[config.mk]
export PLATFORM = sky130hd
export DESIGN_NAME = diamond_square_heightmap
export DESIGN_NICKNAME = d
export VERILOG_FILES = /design/src/dsh_pkg.sv /design/src/dsh_ram.sv /design/src/dsh_front.sv /design/src/dsh_fifo.sv /design/src/dsh_back.sv /design/src/diamond_square_heightmap.sv
export SDC_FILE = /design/constraint.sdc
export NUM_CORES = 1
export LEC_CHECK = 0
export BUFFER_PORTS_ARGS = -buffer_cell sky130_fd_sc_hd__buf_2
export CAP_MARGIN = 20
export CORE_ASPECT_RATIO = 0.5
export CORE_MARGIN = 1
export CORE_UTILIZATION = 67
export DETAILED_ROUTE_END_ITERATION = 6
export GPL_TIMING_DRIVEN = 0
export PLACE_DENSITY_LB_ADDON = 0.1
export SLEW_MARGIN = 40
export SYNTH_ARGS = -nofsm -noshare
export SYNTH_HDL_FRONTEND = slang
export SYNTH_SLANG_ARGS = --single-unit
[constraint.sdc]
create_clock -name clk -period 15.3 [get_ports clk]
set_clock_uncertainty 0.1 [all_clocks]
set_input_delay 0 -clock clk [delete_from_list [all_inputs] [get_ports clk]]
set_output_delay 0 -clock clk [all_outputs]
set_load 0.05 [all_outputs]
[src/dsh_pkg.sv]
// ----------------------------------------------------------------------------
// dsh_pkg
// Shared types and constants for the diamond-square heightmap generator.
// ----------------------------------------------------------------------------
package dsh_pkg;

  // Bit width of one grid cell height
  localparam int CELL_W       = 4;
  // Cell fields carried by one result row
  localparam int OUT_CELLS    = 9;
  // Default grid edge length
  localparam int ROW_SIZE_DEF = 9;
  // Row number field width
  localparam int ROWNUM_W     = 4;
  // Entries of the queue between front and back
  localparam int QUEUE_DEPTH  = 2;
  // Sum of up to four cells and the count of those cells
  localparam int SUM_W        = 6;
  localparam int CNT_W        = 3;

  // One generate request
  typedef struct packed {
    logic [CELL_W-1:0] corner_top_left;
    logic [CELL_W-1:0] corner_top_right;
    logic [CELL_W-1:0] corner_bottom_left;
    logic [CELL_W-1:0] corner_bottom_right;
  } req_t;

  // One emitted grid row
  typedef struct packed {
    logic [ROWNUM_W-1:0] row_number;
    logic                last_row;
    logic [CELL_W-1:0]   cell_0;
    logic [CELL_W-1:0]   cell_1;
    logic [CELL_W-1:0]   cell_2;
    logic [CELL_W-1:0]   cell_3;
    logic [CELL_W-1:0]   cell_4;
    logic [CELL_W-1:0]   cell_5;
    logic [CELL_W-1:0]   cell_6;
    logic [CELL_W-1:0]   cell_7;
    logic [CELL_W-1:0]   cell_8;
  } row_t;

  // Queue status seen by the front and back parts
  typedef struct packed {
    logic full;
    logic empty;
  } q_status_t;

endpackage

[src/dsh_ram.sv]
// ----------------------------------------------------------------------------
// dsh_ram
// Generic single-write, single-read RAM with registered read data.
// ----------------------------------------------------------------------------
module dsh_ram #(
  parameter int WIDTH = 36,
  parameter int DEPTH = 9
) (
  input  logic                     clk,
  input  logic                     wr_en,
  input  logic [$clog2(DEPTH)-1:0] wr_addr,
  input  logic [WIDTH-1:0]         wr_data,
  input  logic [$clog2(DEPTH)-1:0] rd_addr,
  output logic [WIDTH-1:0]         rd_data
);

  logic [WIDTH-1:0] mem [DEPTH];

  // Write port
  always_ff @(posedge clk) begin
    if (wr_en) begin
      mem[wr_addr] <= wr_data;
    end
  end

  // Registered read port
  always_ff @(posedge clk) begin
    rd_data <= mem[rd_addr];
  end

endmodule

[src/dsh_front.sv]
// ----------------------------------------------------------------------------
// dsh_front
// Request intake: registers each request transfer and pushes it into the
// job queue when there is room.
// ----------------------------------------------------------------------------
module dsh_front (
  input  logic               clk,
  input  logic               rst,
  input  logic               req_valid,
  output logic               req_stall,
  input  dsh_pkg::req_t      req,
  input  dsh_pkg::q_status_t q_status,
  output logic               q_push,
  output dsh_pkg::req_t      q_push_data
);
  import dsh_pkg::*;

  logic fr_valid;
  logic fr_valid_next;
  req_t fr_data;
  logic take;

  // Hold off new requests while the register waits on a full queue
  assign req_stall   = fr_valid && q_status.full;
  assign take        = req_valid && !req_stall;
  assign q_push      = fr_valid && !q_status.full;
  assign q_push_data = fr_data;

  always_comb begin
    fr_valid_next = fr_valid;
    if (take) begin
      fr_valid_next = 1'b1;
    end else if (q_push) begin
      fr_valid_next = 1'b0;
    end
  end

  always_ff @(posedge clk) begin
    if (rst) begin
      fr_valid <= 1'b0;
    end else begin
      fr_valid <= fr_valid_next;
    end
  end

  always_ff @(posedge clk) begin
    if (take) begin
      fr_data <= req;
    end
  end

endmodule

[src/dsh_fifo.sv]
// ----------------------------------------------------------------------------
// dsh_fifo
// Short job queue between the request front and the generator back end.
// ----------------------------------------------------------------------------
module dsh_fifo (
  input  logic               clk,
  input  logic               rst,
  input  logic               push,
  input  dsh_pkg::req_t      push_data,
  input  logic               pop,
  output dsh_pkg::req_t      pop_data,
  output dsh_pkg::q_status_t status
);
  import dsh_pkg::*;

  localparam int PW = (QUEUE_DEPTH > 1) ? $clog2(QUEUE_DEPTH) : 1;
  localparam int CW = $clog2(QUEUE_DEPTH + 1);

  req_t          slots [QUEUE_DEPTH];
  logic [PW-1:0] wp;
  logic [PW-1:0] rp;
  logic [CW-1:0] count;
  logic          do_push;
  logic          do_pop;

  assign status.full  = (count == CW'(QUEUE_DEPTH));
  assign status.empty = (count == '0);
  assign do_push      = push && !status.full;
  assign do_pop       = pop && !status.empty;
  assign pop_data     = slots[rp];

  // Pointers wrap at the queue depth
  always_ff @(posedge clk) begin
    if (rst) begin
      wp    <= '0;
      rp    <= '0;
      count <= '0;
    end else begin
      if (do_push) begin
        wp <= (wp == PW'(QUEUE_DEPTH - 1)) ? '0 : wp + 1'b1;
      end
      if (do_pop) begin
        rp <= (rp == PW'(QUEUE_DEPTH - 1)) ? '0 : rp + 1'b1;
      end
      case ({do_push, do_pop})
        2'b10:   count <= count + 1'b1;
        2'b01:   count <= count - 1'b1;
        default: count <= count;
      endcase
    end
  end

  always_ff @(posedge clk) begin
    if (do_push) begin
      slots[wp] <= push_data;
    end
  end

endmodule

[src/dsh_back.sv]
// ----------------------------------------------------------------------------
// dsh_back
// Generator back end: loads the corners into the row memory, runs the
// square and diamond fills one cell at a time, then reads the grid out
// row by row into the output register.
// ----------------------------------------------------------------------------
module dsh_back #(
  parameter int ROW_SIZE = dsh_pkg::ROW_SIZE_DEF
) (
  input  logic               clk,
  input  logic               rst,
  input  dsh_pkg::q_status_t q_status,
  input  dsh_pkg::req_t      q_data,
  output logic               q_pop,
  output logic               row_valid,
  input  logic               row_stall,
  output dsh_pkg::row_t      row
);
  import dsh_pkg::*;

  localparam int AW = $clog2(ROW_SIZE);
  localparam int RW = ROW_SIZE * CELL_W;
  localparam int IW = $clog2(2 * ROW_SIZE);
  localparam logic [IW-1:0] N_I    = IW'(ROW_SIZE);
  localparam logic [IW-1:0] TOP_I  = IW'(ROW_SIZE - 1);
  localparam logic [AW-1:0] LAST_A = AW'(ROW_SIZE - 1);

  typedef enum logic [8:0] {
    S_IDLE  = 9'b000000001,
    S_CLEAR = 9'b000000010,
    S_RD0   = 9'b000000100,
    S_RD1   = 9'b000001000,
    S_RD2   = 9'b000010000,
    S_CALC  = 9'b000100000,
    S_WRITE = 9'b001000000,
    S_ORD   = 9'b010000000,
    S_OLD   = 9'b100000000
  } state_t;

  state_t             state;
  state_t             state_next;
  req_t               job;
  logic [AW-1:0]      cr;
  logic [AW-1:0]      orow;
  logic [IW-1:0]      stride;
  logic [IW-1:0]      r;
  logic [IW-1:0]      c;
  logic               is_dia;
  logic               kpar;
  logic [IW-1:0]      stride_next;
  logic [IW-1:0]      r_next;
  logic [IW-1:0]      c_next;
  logic               is_dia_next;
  logic               kpar_next;
  logic               fill_done;
  logic [SUM_W-1:0]   sum;
  logic [CNT_W-1:0]   cnt;
  logic [RW-1:0]      row_hold;

  logic               wr_en;
  logic [AW-1:0]      wr_addr;
  logic [RW-1:0]      wr_data;
  logic [AW-1:0]      rd_addr;
  logic [RW-1:0]      rd_data;

  logic [IW-1:0]      reach;
  logic [IW-1:0]      r_up;
  logic [IW-1:0]      r_dn;
  logic [IW-1:0]      c_lf;
  logic [IW-1:0]      c_rt;
  logic               up_ok;
  logic               dn_ok;
  logic               lf_ok;
  logic               rt_ok;
  logic [CELL_W-1:0]  cell_mid;
  logic [CELL_W-1:0]  cell_lf;
  logic [CELL_W-1:0]  cell_rt;
  logic               row_ok;
  logic               take_mid;
  logic               take_side;
  logic [SUM_W-1:0]   add_sum;
  logic [CNT_W-1:0]   add_cnt;
  logic [CELL_W-1:0]  mean;
  logic [11:0]        prod3;
  logic               out_load;
  logic [OUT_CELLS-1:0][CELL_W-1:0] cols;

  // Pick the cell at a given column out of a row word
  function automatic logic [CELL_W-1:0] cell_of(input logic [RW-1:0] w,
                                                input logic [IW-1:0] col);
    logic [CELL_W-1:0] v;
    v = '0;
    for (int j = 0; j < ROW_SIZE; j++) begin
      if (col == IW'(j)) begin
        v = w[j*CELL_W +: CELL_W];
      end
    end
    return v;
  endfunction

  // Row memory, one row word per address
  dsh_ram #(
    .WIDTH (RW),
    .DEPTH (ROW_SIZE)
  ) u_grid (
    .clk     (clk),
    .wr_en   (wr_en),
    .wr_addr (wr_addr),
    .wr_data (wr_data),
    .rd_addr (rd_addr),
    .rd_data (rd_data)
  );

  // Neighbor positions and grid bounds
  assign reach = stride >> 1;
  assign r_up  = r - reach;
  assign r_dn  = r + reach;
  assign c_lf  = c - reach;
  assign c_rt  = c + reach;
  assign up_ok = (r >= reach);
  assign dn_ok = (r_dn < N_I);
  assign lf_ok = (c >= reach);
  assign rt_ok = (c_rt < N_I);

  // Read address by phase
  always_comb begin
    case (state)
      S_RD0:         rd_addr = up_ok ? r_up[AW-1:0] : r[AW-1:0];
      S_RD1:         rd_addr = dn_ok ? r_dn[AW-1:0] : r[AW-1:0];
      S_RD2:         rd_addr = r[AW-1:0];
      S_ORD, S_OLD:  rd_addr = orow;
      default:       rd_addr = '0;
    endcase
  end

  // Neighbor contributions of the row word now on the read port
  assign cell_mid  = cell_of(rd_data, c);
  assign cell_lf   = cell_of(rd_data, c_lf);
  assign cell_rt   = cell_of(rd_data, c_rt);
  assign row_ok    = ((state == S_RD1) && up_ok) || ((state == S_RD2) && dn_ok)
                     || (state == S_CALC);
  assign take_mid  = row_ok && is_dia && (state != S_CALC);
  assign take_side = row_ok && (is_dia ? (state == S_CALC) : (state != S_CALC));

  always_comb begin
    add_sum = '0;
    add_cnt = '0;
    if (take_mid) begin
      add_sum = add_sum + SUM_W'(cell_mid);
      add_cnt = add_cnt + 1'b1;
    end
    if (take_side && lf_ok) begin
      add_sum = add_sum + SUM_W'(cell_lf);
      add_cnt = add_cnt + 1'b1;
    end
    if (take_side && rt_ok) begin
      add_sum = add_sum + SUM_W'(cell_rt);
      add_cnt = add_cnt + 1'b1;
    end
  end

  // Truncated mean; divide by three as multiply by 43 over 128
  assign prod3 = 12'(sum) * 12'd43;
  always_comb begin
    case (cnt)
      3'd1:    mean = sum[CELL_W-1:0];
      3'd2:    mean = sum[CELL_W:1];
      3'd3:    mean = prod3[10:7];
      3'd4:    mean = sum[CELL_W+1:2];
      default: mean = '0;
    endcase
  end

  // Memory write: corner load during clear, cell update after a fill
  always_comb begin
    wr_en   = 1'b0;
    wr_addr = '0;
    wr_data = '0;
    if (state == S_CLEAR) begin
      wr_en   = 1'b1;
      wr_addr = cr;
      if (cr == '0) begin
        wr_data[0 +: CELL_W]                 = job.corner_top_left;
        wr_data[(ROW_SIZE-1)*CELL_W +: CELL_W] = job.corner_top_right;
      end else if (cr == LAST_A) begin
        wr_data[0 +: CELL_W]                 = job.corner_bottom_left;
        wr_data[(ROW_SIZE-1)*CELL_W +: CELL_W] = job.corner_bottom_right;
      end
    end else if (state == S_WRITE) begin
      wr_en   = 1'b1;
      wr_addr = r[AW-1:0];
      wr_data = row_hold;
      for (int j = 0; j < ROW_SIZE; j++) begin
        if (c == IW'(j)) begin
          wr_data[j*CELL_W +: CELL_W] = mean;
        end
      end
    end
  end

  // Fill order: square centers of a level, then diamond midpoints, then
  // the next level at half the stride
  always_comb begin
    stride_next = stride;
    r_next      = r;
    c_next      = c;
    is_dia_next = is_dia;
    kpar_next   = kpar;
    fill_done   = 1'b0;
    if (!is_dia) begin
      if ((c + stride) < N_I) begin
        c_next = c + stride;
      end else if ((r + stride) < N_I) begin
        c_next = reach;
        r_next = r + stride;
      end else begin
        is_dia_next = 1'b1;
        r_next      = '0;
        kpar_next   = 1'b0;
        c_next      = reach;
      end
    end else begin
      if ((c + stride) < N_I) begin
        c_next = c + stride;
      end else if (r_dn < N_I) begin
        kpar_next = ~kpar;
        c_next    = kpar ? reach : '0;
        r_next    = r_dn;
      end else begin
        stride_next = reach;
        is_dia_next = 1'b0;
        kpar_next   = 1'b0;
        r_next      = reach >> 1;
        c_next      = reach >> 1;
        fill_done   = (reach <= IW'(1));
      end
    end
  end

  // Output row assembly; columns past the grid edge read as zero
  for (genvar j = 0; j < OUT_CELLS; j++) begin : g_col
    if (j < ROW_SIZE) begin : g_in
      assign cols[j] = rd_data[j*CELL_W +: CELL_W];
    end else begin : g_out
      assign cols[j] = '0;
    end
  end

  assign out_load = (state == S_OLD) && (!row_valid || !row_stall);
  assign q_pop    = (state == S_IDLE) && !q_status.empty;

  // Sequencer
  always_comb begin
    state_next = state;
    case (state)
      S_IDLE:  if (!q_status.empty) state_next = S_CLEAR;
      S_CLEAR: if (cr == LAST_A) state_next = S_RD0;
      S_RD0:   state_next = S_RD1;
      S_RD1:   state_next = S_RD2;
      S_RD2:   state_next = S_CALC;
      S_CALC:  state_next = S_WRITE;
      S_WRITE: state_next = fill_done ? S_ORD : S_RD0;
      S_ORD:   state_next = S_OLD;
      S_OLD: begin
        if (out_load) begin
          state_next = (orow == LAST_A) ? S_IDLE : S_ORD;
        end
      end
      default: state_next = S_IDLE;
    endcase
  end

  always_ff @(posedge clk) begin
    if (rst) begin
      state     <= S_IDLE;
      row_valid <= 1'b0;
    end else begin
      state <= state_next;
      if (out_load) begin
        row_valid <= 1'b1;
      end else if (!row_stall) begin
        row_valid <= 1'b0;
      end
    end
  end

  // Datapath registers
  always_ff @(posedge clk) begin
    case (state)
      S_IDLE: begin
        job <= q_data;
        cr  <= '0;
      end
      S_CLEAR: begin
        cr     <= cr + 1'b1;
        stride <= TOP_I;
        r      <= TOP_I >> 1;
        c      <= TOP_I >> 1;
        is_dia <= 1'b0;
        kpar   <= 1'b0;
      end
      S_RD0: begin
        sum <= '0;
        cnt <= '0;
      end
      S_RD1, S_RD2: begin
        sum <= sum + add_sum;
        cnt <= cnt + add_cnt;
      end
      S_CALC: begin
        sum      <= sum + add_sum;
        cnt      <= cnt + add_cnt;
        row_hold <= rd_data;
      end
      S_WRITE: begin
        stride <= stride_next;
        r      <= r_next;
        c      <= c_next;
        is_dia <= is_dia_next;
        kpar   <= kpar_next;
        orow   <= '0;
      end
      S_OLD: begin
        if (out_load) begin
          orow <= orow + 1'b1;
        end
      end
      default: begin
      end
    endcase
  end

  always_ff @(posedge clk) begin
    if (out_load) begin
      row.row_number <= ROWNUM_W'(orow);
      row.last_row   <= (orow == LAST_A);
      row.cell_0     <= cols[0];
      row.cell_1     <= cols[1];
      row.cell_2     <= cols[2];
      row.cell_3     <= cols[3];
      row.cell_4     <= cols[4];
      row.cell_5     <= cols[5];
      row.cell_6     <= cols[6];
      row.cell_7     <= cols[7];
      row.cell_8     <= cols[8];
    end
  end

endmodule

[src/diamond_square_heightmap.sv]
// ----------------------------------------------------------------------------
// diamond_square_heightmap
// Diamond-square heightmap generator: four corner heights in, the filled
// grid out one row per transfer.
//
//   Channel  Dir  Payload  Transfer
//   req      in   req_t    req_valid && !req_stall, one per grid
//   row      out  row_t    row_valid && !row_stall, ROW_SIZE per grid
//
// A grid loads the corner rows, fills each cell through the read, sum and
// write-back states (three row reads, sum, write back through the single read
// port of the row memory), and then reads each output row out of the row memory.
// Reset is synchronous and clears the queue, sequencer and output valid.
// A second request waits in the two-entry queue while a grid is built; a
// stalled row holds the generator until it is taken.
// ----------------------------------------------------------------------------
module diamond_square_heightmap #(
  parameter int ROW_SIZE = dsh_pkg::ROW_SIZE_DEF
) (
  input  logic          clk,
  input  logic          rst,
  input  logic          req_valid,
  output logic          req_stall,
  input  dsh_pkg::req_t req,
  output logic          row_valid,
  input  logic          row_stall,
  output dsh_pkg::row_t row
);
  import dsh_pkg::*;

  q_status_t q_status;
  logic      q_push;
  logic      q_pop;
  req_t      q_push_data;
  req_t      q_pop_data;

  dsh_front u_front (
    .clk         (clk),
    .rst         (rst),
    .req_valid   (req_valid),
    .req_stall   (req_stall),
    .req         (req),
    .q_status    (q_status),
    .q_push      (q_push),
    .q_push_data (q_push_data)
  );

  dsh_fifo u_queue (
    .clk       (clk),
    .rst       (rst),
    .push      (q_push),
    .push_data (q_push_data),
    .pop       (q_pop),
    .pop_data  (q_pop_data),
    .status    (q_status)
  );

  dsh_back #(
    .ROW_SIZE (ROW_SIZE)
  ) u_back (
    .clk       (clk),
    .rst       (rst),
    .q_status  (q_status),
    .q_data    (q_pop_data),
    .q_pop     (q_pop),
    .row_valid (row_valid),
    .row_stall (row_stall),
    .row       (row)
  );

endmodule

; ---- Word-level counts from Yosys, hierarchy flattened
; Memory sizes are Yosys's and may differ from the RTL's. A register that Yosys moved wholly into a read port is not among the register bits.
; Index checks and enable logic that the tools add are counted.
[totals]
inputBits = 20
mem_bits_rw = 356
memories = 2
regBits = 142
out_inout_bits = 43
[classes]
mul = 1
magnitude_cmp = 7
addsub = 18
n_reduce_logical = 40
bitwise_logic = 1
muxes = 112
n_eq_ne = 51
[mem_list]
columns = memory, depth, word_bits, rd, rd_ports_with_merged_regs, write_ports, line_no
row1 = u_back.u_grid.mem, 9, 36, 1, 1, 1, dsh_ram.sv:17  ; logic [WIDTH-1:0] mem [DEPTH];
row2 = u_queue.slots, 2, 16, 1, 1, 1, dsh_fifo.sv:19  ; req_t slots [QUEUE_DEPTH];
[op_table]
columns = operator, n
row1 = 4-bit 2-to-1 mux, 49
row2 = 9-bit case mux with 9 select lines, 1
row3 = "5-bit by 3-bit == test with 1-bit output, second input constant", 12
row4 = 5-bit 2-to-1 mux, 12
row5 = 36-bit 2-to-1 mux, 1
row6 = 4-bit case mux with 4 select lines, 2
row7 = "5-bit by 2-bit == test with 1-bit output, second input constant", 6
row8 = 5-bit case mux with 2 select lines, 3
row9 = 28-bit 2-to-1 mux, 1
row10 = 1-bit 2-to-1 mux, 27
row11 = 9-bit 2-to-1 mux, 3
row12 = "5-bit by 4-bit less-than comparator with 1-bit output, second input constant", 4
row13 = 8-bit 2-to-1 mux, 2
row14 = 4-bit case mux with 2 select lines, 2
row15 = "5-bit by 1-bit == test with 1-bit output, second input constant", 3
row16 = "5-bit by 4-bit == test with 1-bit output, second input constant", 3
row17 = 5-bit logical NOT, 3
row18 = 1-bit logical AND, 14
row19 = 6-bit 2-to-1 mux, 2
row20 = 6-bit case mux with 2 select lines, 1
row21 = 2-bit nonzero test, 6
row22 = "6-bit by 6-bit multiplier with 11-bit output, second input constant", 1
row23 = 5-bit by 4-bit adder with 5-bit output, 2
row24 = 5-bit adder, 2
row25 = other kinds (47), 68

; ---- Depth between registers and ports, before layout
[depth]
word_depth = 17
mapped_depth = 27

; ---- Modules after synthesis
; Synthesis repeated with hierarchy kept, for this count alone.
[unflattened]
hier_cells = 1696
area_unflattened_um2 = 24498.5
[by_module_without_submodules]
columns = module, area_each_um2, seq_area_each_um2, instances, cells_per_inst
row1 = dsh_ram, 13386.6, 10450.0, 1, 705
row2 = dsh_back, 9201.3, 3983.8, 1, 893
row3 = dsh_fifo, 1375.1, 1061.0, 1, 76
row4 = dsh_front, 535.5, 500.5, 1, 22

; ---- Least setup slack after synthesis
; No wires, ideal clock.
[synth_timing]
kind = register -> register
from = reg u_back.c[0]
to = reg u_back.sum[5], data pin
path_stages_with_launch = 25
synth_period_minus_slack_ns = 5.767
arrival_ns = 5.401
setup_ns = 0.266
setup_slack_ns = 9.533
path_cell_list = edfxtp_1 > inv_1 > ha_1 > fa_1 > nor2b_1 > a21oi_1 > or3_1 > a21oi_1 > a31o_2 > a22oi_1 > o21ai_0 > ha_1 > inv_1 > fa_1 > o21a_1 > fa_1 > xnor2_1 > mux2_2 > ha_1 > a21o_1 > a21o_1 > a21oi_1 > xnor2_1 > xnor2_1 > nor2_1
[synth_between]
elab_chain_len = 17
elab_cells_between_ends = 67
cone_classes = add/sub: 5 / order compare: 2 / eq/ne: 24 / mux: 31 / reduce/logical: 5
[synth_rtl]
columns = element, line_no
row1 = from (decl), dsh_back.sv:47  ; logic [IW-1:0] c;
row2 = from (signal assigned), dsh_back.sv:298  ; c <= TOP_I >> 1;
row3 = from (signal assigned), dsh_back.sv:318  ; c <= c_next;
row4 = 5-bit by 4-bit subtractor with 5-bit output or 5-bit logical NOT (tied branches), "dsh_back.sv:118, dsh_back.sv:94"
row5 = 5-bit logical NOT or 4-bit 2-to-1 mux (tied branches), dsh_back.sv:94  ; if (col == IW'(j)) begin
row6 = 4-bit 2-to-1 mux (8 in series), dsh_back.sv:94
row7 = "4-bit 2-to-1 mux, on equally long branches", "dsh_back.sv:94, dsh_back.sv:148"
row8 = 4-bit by 4-bit adder with 5-bit output, dsh_back.sv:153  ; add_sum = add_sum + SUM_W'(cell_lf);
row9 = 6-bit 2-to-1 mux, dsh_back.sv:152  ; if (take_side && lf_ok) begin
row10 = 6-bit by 4-bit adder with 6-bit output, dsh_back.sv:157  ; add_sum = add_sum + SUM_W'(cell_rt);
row11 = 6-bit 2-to-1 mux (*), dsh_back.sv:156  ; if (take_side && rt_ok) begin
row12 = 6-bit adder (*), "dsh_back.sv:307, dsh_back.sv:311"
row13 = 6-bit case mux with 2 select lines (*), dsh_back.sv:289  ; case (state)
row14 = to (signal assigned), dsh_back.sv:307  ; sum <= sum + add_sum;
row15 = to (signal assigned), dsh_back.sv:311  ; sum <= sum + add_sum;
row16 = to (decl), dsh_back.sv:56  ; logic [SUM_W-1:0] sum;
; Mark *: on every way between the ends. The rest lies on a longest branch, timed or not.
; A chain may end at the register's enable or synchronous reset.

; ---- Worst setup path after layout
[layout_timing]
from = reg u_back.stride[2]
to = reg u_back.sum[5], data pin
[layout_between]
elab_chain_len = 17
elab_cells_between_ends = 59
cone_classes = add/sub: 6 / order compare: 4 / eq/ne: 16 / mux: 22 / reduce/logical: 11
[layout_rtl]
columns = element, line_no
row1 = from (decl), dsh_back.sv:45  ; logic [IW-1:0] stride;
row2 = from (signal assigned), dsh_back.sv:316  ; stride <= stride_next;
row3 = 5-bit by 4-bit subtractor with 5-bit output, dsh_back.sv:118  ; assign c_lf = c - reach;
row4 = 5-bit logical NOT, dsh_back.sv:94
row5 = 4-bit 2-to-1 mux (9 in series), dsh_back.sv:94
row6 = 4-bit by 4-bit adder with 5-bit output, dsh_back.sv:153
row7 = 6-bit 2-to-1 mux, dsh_back.sv:152
row8 = 6-bit by 4-bit adder with 6-bit output, dsh_back.sv:157
row9 = 6-bit 2-to-1 mux (*), dsh_back.sv:156
row10 = 6-bit adder (*), "dsh_back.sv:307, dsh_back.sv:311"
row11 = 6-bit case mux with 2 select lines (*), dsh_back.sv:289
; Marks and branches as above.

==> metrics.md <==
| Metric | Value |
|---|---|
| Outcome | completed |
| Crit. path cell count | 25 |
| Final Wtd Congestion | 0.919 |
| PostCTS Resize Cnt | 0 |
| H-tree Lvls | 2 |
| Synthesized flop and latch total | 549 |
| Post-synth top flop | edfxtp_1 |
| Hold depth | 2 |
| Core Region | 34900 µm² |
| Synth warn | 0 |
| Area Growth Syn to Fin | 14.4% |
| Die H | 136 µm |
| CTS tree | done |
| Vias per std cell | 6.73 |
| Nets | 1961 |
| Port Buffers | 62 |
| Clock Root Buffer | clkbuf_16 |
| Power per cell area | 120 nW/µm² |
| CP Launch Type | register |
| Peak VDD IR | 0.000155 V |
| Min-delay src | req[2] |
| FF-to-FF Start | u_back.stride[2] |
| CTS Buf Count | 45 |
| Synth top area share | 62.3% |
| R2R depth | 25 |
| Sequential share of the synthesized area | 66.5% |
| Worst-Margin Slew | 1010 ps |
| Setup violators final | 0 |
| DRC violations left | 0 |
| Worst Hold Path EP | u_front.q_push_data[2] |
| WL per Instance | 27.0 µm |
| Leakage power | 9.40 nW |
| R2R setup slack | 8260 ps |
| Slowest cell delay on critical path | 770 ps |
| Initial core utilization | 68.8% |
| CP max FO | 14 |
| Post-DP HPWL | 43800 µm |
| Worst Path Required | 15500 ps |
| Vias | 16000 |
| Final min period | 7040 ps |
| Max Used Layer | met4 |
| CP arrival | 7240 ps |
| Syn Inst Count | 1699 |
| Slew Limit Fails | 0 |
| ANT cells | 0 |
| TNS Setup | 0 ps |
| Total track usage | 35.2% |
| Top post-synthesis cells by area | edfxtp_1, dfxtp_1, mux2i_1 |
| Largest net degree at the start of global routing | 37 |
| Slowest-stage cell, CP | edfxtp_1 |
| F_max | 0.142 GHz |
| Wire length on met2 | 28300 µm |
| Post-CTS Setup Bufs | 0 |
| Max-slew headroom | 32.0% |
| WP buf/inv | 3 |
| Mapped Area | 24000 µm² |
| WS Path Type | reg -> reg |
| Ys async rst share | 0% |
| Fin crit share | 46.0% |
| Sum of routed wire segments on met1 | 25200 µm |
| Die X | 270 µm |
| Hold slack final | 26.3 ps |
| Hold Vio Cnt, Final | 0 |
| Initial DRC count | 2411 |
| Maximum capacitance violations | 0 |
| Die area | 36600 µm² |
| Clock latency on the worst-skew pair | 580 ps |
| CTS sink count | 549 |
| Synthesized area per cell | 14.1 µm² |
| Drt total wl | 64100 µm |
| Top delay family on crit path | compound AO/OA/AOI/OAI gates |
| Maximum clock path buffer count | 3 |
| Final Non-Filler Cells | 2371 |
| EDFF count, synth | 498 |
| Commonest cells in the synthesized netlist | edfxtp_1, nand2_1, nor2_1, mux2i_1 |
| Routed Antenna Nets | 0 |
| Crit end category | register |
| First-pass GRT wire length | 94200 µm |
| Hold WC Path Type | in -> reg |
| RSZ-0062 raised after global routing | false |
| DR pass1 iterations | 5 |
| Clk slew on worst S/H paths | 70 ps |
| Io pins | 63 |
| Initial antenna violation count | 6 |
| Cell Count Post-Placement | 2269 |
| DR WL met3 | 8660 µm |
| Top-count cell post-synth | edfxtp_1 |
| Vias in the first global route | 15500 |
| Utilization after layout | 78.7% |
| Standard-cell row count | 48 |
| Share of layout cells above drive strength 1 | 16.6% |
| GRT overflow | 0 |
| R2R Path End | u_back.sum[5] |
| Synth area leader | edfxtp_1 |
| Cts hold-fix bufs | 20 |
| Post-synth cell types | 85 |
-- through the flow --
stage	setup WS [ps]	total power (W)	area (µm²)
CTS	8280	0.00328	27400
global placement	6820	0.00201	24900
detailed placement	8340	0.00203	25600
global route	7760	0.00337	27500
finish	8260	0.00329	27500
floorplan	9530	0.00194	24000
-- cell type report --
type | instances | area (µm²)
buffer | 79 | 429
clock buffer | 52 | 1170
clock inverter | 30 | 440
fill | 1953 | 7430
inverter | 58 | 219
multi-input combinational | 1014 | 7640
sequential | 549 | 16000
tap | 475 | 594
timing repair buffer | 114 | 993
-- report_power, final --
group	total [W]	internal [W]	switching, W
registers	0.00173	0.00169	0.0000421
logic	0.000287	0.000112	0.000174
clock network	0.00127	0.000725	0.000545
total	0.00329	0.00253	0.000762
-- sequential cells by signal, summed over array words and instances (netlist names), 2 cells and up --
signal and flops:
u_back.cr 4, u_back.row 41, u_back.c 5, u_back.row_hold 36
u_back.u_grid.rd_data 36, u_back.cnt 3, u_queue.count 2, u_queue.slots 32
u_back.stride 4, u_back.job 16, u_back.u_grid.mem 324, u_front.q_push_data 16
u_back.orow 4, u_back.r 5, u_back.state 9, u_back.sum 6
-- placed cells by master, fill, tap and decap left out, types with 13 or more instances in the layout --
master           n
a21oi_1         64
nand2_1        121
nor3_1          17
o21ai_0         62
mux2_2          57
mux2i_1         92
and3_1          14
xnor2_1         31
ha_1            66
a211oi_1        32
o22ai_1         40
clkbuf_16       45
a21o_1          21
fa_1            14
nor2_1         109
clkbuf_1        45
inv_1           56
a22oi_1         26
nor2b_1         18
nand4_1         13
a32o_1          31
buf_8           14
buf_2           82
edfxtp_1       498
a211oi_2        14
dlygate4sd3_1   20
dfxtp_1         51
-- worst max path at each step --
stage / from / to / slack (ps)
after floorplan: u_back.c[0] / u_back.sum[5] / 9530
after global placement: u_back.state[0] / u_back.u_grid.mem[8][30] / 6820
after detailed placement: u_back.stride[2] / u_back.sum[5] / 8340
after CTS: u_back.stride[2] / u_back.sum[5] / 8280
after global routing: u_back.stride[2] / u_back.sum[5] / 7760
final: u_back.stride[2] / u_back.sum[5] / 8260
-- per-layer routing --
metal	vias up	global-route usage [%]
met5	-	0
met4	0	11.5
met3	173	10.9
met2	1081	53.0
met1	7848	49.4
li1	6851	-
-- cell families (layout without fill, tap and decap cells) --
| family | Yosys count | count (layout) | share of synthesized area [%] |
|---|---|---|---|
| muxes | 150 | 150 | 6.60 |
| adders and majority gates | 80 | 80 | 4.61 |
| xor gates and xnor gates | 40 | 40 | 1.46 |
| DFF | 549 | 549 | 66.5 |
| buffers and inverters | 137 | 333 | 2.67 |
| and+or+nand+nor | 365 | 365 | 7.15 |
| AOI/OAI and AO/OA | 377 | 377 | 11.0 |
| other | 1 | 2 | 0.0156 |
Power figures use the tool's default switching activity.
